$ cat src/pdq_pkg.sv
// ----------------------------------------------------------------------------
// Per-destination packet queue package
// Shared sizes, codes and types of the queue manager.
// ----------------------------------------------------------------------------
`default_nettype none
package pdq_pkg;

  localparam int DEST_SLOTS  = 32;
  localparam int QUEUE_DEPTH = 16;
  localparam int ENTRIES     = DEST_SLOTS * QUEUE_DEPTH;
  localparam int SLOT_W      = $clog2(DEST_SLOTS);
  localparam int POS_W       = $clog2(QUEUE_DEPTH);
  localparam int CNT_W       = $clog2(QUEUE_DEPTH + 1);
  localparam int ADDR_W      = SLOT_W + POS_W;
  localparam int DESC_W      = 96;

  localparam logic [1:0] MODE_STORE = 2'd0;
  localparam logic [1:0] MODE_GET   = 2'd1;

  typedef enum logic [1:0] {
    STAT_DONE    = 2'd0,
    STAT_EMPTY   = 2'd1,
    STAT_NO_ROOM = 2'd2,
    STAT_NO_SLOT = 2'd3
  } status_t;

  typedef enum logic [2:0] {
    ST_IDLE,
    ST_LOOKUP,
    ST_EVAL,
    ST_EVICT,
    ST_GET,
    ST_DONE
  } state_t;

  // Result of the destination tag search.
  typedef struct packed {
    logic              hit;
    logic [SLOT_W-1:0] hit_idx;
    logic              free_ok;
    logic [SLOT_W-1:0] free_idx;
  } lookup_t;

endpackage
`default_nettype wire

$ cat src/pdq_lookup.sv
// ----------------------------------------------------------------------------
// Destination lookup
// Matches a destination against the slot tags and finds the lowest free slot.
// ----------------------------------------------------------------------------
`default_nettype none
module pdq_lookup
  import pdq_pkg::*;
(
  input  wire logic [31:0]           dest,
  input  wire logic [31:0]           tags [DEST_SLOTS],
  input  wire logic [DEST_SLOTS-1:0] used,
  output lookup_t                    res
);

  // Lowest matching slot and lowest free slot.
  always_comb begin
    res = '0;
    for (int s = DEST_SLOTS - 1; s >= 0; s--) begin
      if (used[s] && tags[s] == dest) begin
        res.hit     = 1'b1;
        res.hit_idx = SLOT_W'(s);
      end
      if (!used[s]) begin
        res.free_ok  = 1'b1;
        res.free_idx = SLOT_W'(s);
      end
    end
  end

endmodule
`default_nettype wire

$ cat config.mk
export PLATFORM = sky130hd
export DESIGN_NAME = pdq_lookup
export DESIGN_NICKNAME = d
export VERILOG_FILES = /design/src/pdq_pkg.sv /design/src/pdq_lookup.sv
export SDC_FILE = /design/constraint.sdc
export NUM_CORES = 1
export LEC_CHECK = 0
export ABC_AREA = 0
export BUFFER_PORTS_ARGS = -buffer_cell sky130_fd_sc_hd__buf_2
export CORE_AREA = 2 2 434 436
export DETAILED_ROUTE_END_ITERATION = 10
export DIE_AREA = 0 0 436 438
export MAX_ROUTING_LAYER = met4
export PLACE_DENSITY_LB_ADDON = 0.08
export SYNTH_ARGS = -nofsm -noshare
export SYNTH_HDL_FRONTEND = slang
export SYNTH_SLANG_ARGS = --single-unit
$ cat constraint.sdc
create_clock -name vclk -period 2.36
set_input_delay 0.118 -clock vclk [all_inputs]
set_output_delay 0.118 -clock vclk [all_outputs]
set_load 0.02 [all_outputs]
After elaboration in Yosys (flattened, before gate mapping)
Index checks and enable logic that the tools add are counted.
{"block": "totals", "wordCells": 128, "latch_bits": 0, "reg_bits": 0, "mem_bits_ro": 0, "n_memories": 0, "input_bits": 1088, "ram_bits": 0}
{"block": "classes", "reduce_logical": 32, "n_bitwise": 0, "magnitude_cmp": 0, "n_mux": 64, "n_addsub": 0, "eq_ne": 32, "div": 0, "mul": 0, "n_shift": 0}
{"op": "$eq A32 B32 Y1", "n": 32}
{"op": "$mux W6", "n": 64}
{"op": "$logic_and A1 B1 Y1", "n": 32}

Logic depth before layout (Yosys ltp)
{"block": "logic_depth", "word_depth": 34, "depth_mapped": 15, "mapped_depth_nobuf": 11}

Worst setup path before layout
Ideal clock, no wire load.
{"block": "synth_timing", "path_kind": "input -> output", "startpoint": "input port dest[29]", "endpoint": "output port res[8] (netlist bit)", "stages": 12, "setup_slack_ns": -0.244, "required_time_ns": 2.242, "arrival_time_ns": 2.486, "path_cell_list": "buf_2 buf_2 xnor2_1 nand4_1 nor4_1 nand4_1 or4_1 nand2_1 nor2_1 o21ai_1 a311oi_1 nor3b_1"}
{"item": "start, declared", "line": "pdq_lookup.sv:9", "text": "input wire logic [31:0] dest,"}
{"item": "end, declared", "line": "pdq_lookup.sv:12", "text": "output lookup_t res"}

==> reports/qor.csv <==
stage,metric,value,unit
status,outcome,"finished, violations left",
status,violations,negative setup slack,
routing,drt-total-wl,174,mm
grt,antenna_found_initial,125,
sta,timing.fmax,0.286,GHz
power,power_density,195,mW/mm2
placed_design,port_buffers,1100,
sta,tns,-6050,ps
placed_design,hpwl,158,mm
critical_path,crit_type,primary input to primary output,
cells_and_area,finish.utilization,13.8,%
sta,setup_viol,6,
yosys,synth_largest_area_cell,xnor2_1,
min_path,hp-class,primary input to primary output,
power,vdd_ir_drop_max,0.111,mV
sta,hold_viol_final,0,
cts,cts-hold-fix-buffers,0,
placed_design,place_inst,5512,
run,drv_cap,0,
yosys,ys_warn_count,0,
yosys,synth.distinct_cells,49,
yosys,synth_top_area_share,52.3,%
cells_and_area,seq_cell_count,0,
yosys,synth_area_leaders,"xnor2_1 52%, xor2_1 15%, nand4_1 10%",
routing,post-route-drc-count,0,
floorplanning,num_rows,159,
cells_and_area,area_delta_synth_final,96.8,%
cells_and_area,fin_cells,5587,
yosys,synth_most_common_cell,xnor2_1,
sta,setup_slack,-1140,ps
routing,vias_per_cell,3.22,
floorplanning,start_util,7.01,%
critical_path,cp_data_arrival_time,3380,ps
cells_and_area,multi_input_area,0.0127,mm2
sta,hold_ws,645,ps
routing,vias,18000,
cells_and_area,final_nets,4126,
sta,slew_violations,0,
critical_path,critPathMaxFanout,8,
floorplanning,io_pins,1100,
critical_path,cp.required,2240,ps
routing,first_pass_iters,7,
sta,maxSlewHeadroom,58.7,%
cells_and_area,fillers,21900,
yosys,yosys-top-cells-count,"781 x xnor2_1, 224 x xor2_1, 210 x nand4_1",
cells_and_area,drive_above_1_share,53.2,%
routing,drtIter0Drc,725,
yosys,synth_area,0.0131,mm2
yosys,syn_nets,2746,
sta,rsz0062_at_grt,true,
grt,grt_pass1_wl,215,mm
routing,routedWlPerCell,31.1,um
grt,grt_pass1_vias,19700,
floorplanning,dieHeight,438,um
cells_and_area,clockBufferCount,0,
sta,finalCriticalPeriod,3500,ps
critical_path,crit_path_end_kind,primary output,
placed_design,gp_congestion,0.835,
grt,grt_usage,17.9,%
power,total_power,5.03,mW
grt,grt_max_degree,15,
floorplanning,placeableCoreArea,0.187,mm2
yosys,synthCells,1658,
floorplanning,die_area,0.191,mm2
power,power.leakage,10.5,nW
cells_and_area,seqCellArea,0,um2
sta,worst_pin_slew,614,ps
yosys,seq_area_frac_synth,0,%
routing,antenna_left,0,
yosys,postSynthAreaPerCell,7.89,um2
critical_path,start_kind,primary input,
grt,gr-total-overflow,0,
floorplanning,die_x,436,um
sta,post-route-period-util,148,%
min_path,holdPathStages,3,
## cells in the final DEF, fill, tap and decap left out, types with 3 or more instances in the layout
master / Yosys / layout
buf_2: 48 / 1061
xnor2_1: 781 / 749
buf_4: 23 / 347
xor2_1: 224 / 223
nand4_1: 210 / 210
buf_12: 1 / 68
diode_2: 0 / 56
nor4_1: 79 / 46
nand3_1: 39 / 39
xnor2_2: 2 / 28
buf_6: 56 / 26
nand2_1: 23 / 23
inv_1: 23 / 22
nor4_4: 0 / 20
nor4_2: 3 / 16
or4_4: 4 / 13
o21ai_0: 12 / 11
nor3_1: 12 / 10
nor2_1: 10 / 10
or4_1: 18 / 9
a21oi_1: 10 / 9
xnor2_4: 0 / 6
nand2b_1: 6 / 6
nor2b_1: 7 / 6
and3_1: 6 / 5
o2111ai_1: 5 / 5
o21ai_1: 5 / 4
and2_1: 5 / 4
a31oi_1: 4 / 4
o22ai_1: 4 / 3
or3_1: 3 / 3
a21boi_1: 4 / 3
buf_8: 0 / 3
## power breakdown
group / internal, mW / leakage, nW / switching, mW
registers: 0 / 0 / 0
clock network: 0.00000322 / 0.000360 / 0
logic: 2.41 / 10.5 / 2.61
## cells by family (layout without fill, tap and decap cells)
group	after synthesis	in the layout	synth area share, %
buffers and inverters	152	1530	8.82
AOI/OAI and AO/OA	62	62	3.26
xor gates and xnor gates	1007	1007	67.5
and+or+nand+nor	437	437	20.4
other	0	56	0
## per-stage QoR
stage / worst slack (ps) / instance area [um2]
global route: -1300 / 25700
global placement: -1970 / 24400
floorplan: -38.2 / 13100
finish: -1140 / 25700
detailed placement: -1950 / 24400
CTS: -1280 / 25300
## layout make-up
| cell class | count | area share [%] |
|---|---|---|
| inverter | 24 | 0.350 |
| tap | 2495 | 12.1 |
| multi-input combinational | 1506 | 49.5 |
| timing repair buffer | 1506 | 37.5 |
| antenna | 56 | 0.544 |
## metal layers
layer	track usage [%]	vias to the layer above	part of all wire [%]
met5	-	-	0
met4	1.52	0	1.4
met3	2.23	134	4.0
met2	32.3	697	51
met1	21.9	8715	43
li1	-	8469	-
## repair_timing
action,4_1_cts,5_1_grt
setup endpoints to repair,7,7
resized for setup,116,58
setup buffers,19,3
pin swaps,32,29
## worst max-delay path, cell delays in order
cell	delay, ps
buf_4	140
buf_12	150
buf_4	160
xnor2_1	170
nand4_1	200
nor4_4	360
buf_4	150
nand4_1	120
buf_4	190
or4_1	530
buf_4	170
nand2_1	80
nor2_1	50
o21ai_1	80
a311oi_1	120
nor3b_2	340
buf_4	210
## path summary, 6_finish.rpt
kind | start | endpoint | slack (ps)
min | used[2] | res[1] | 640
max | dest[3] | res[8] | -1140
Power figures use the tool's default switching activity.
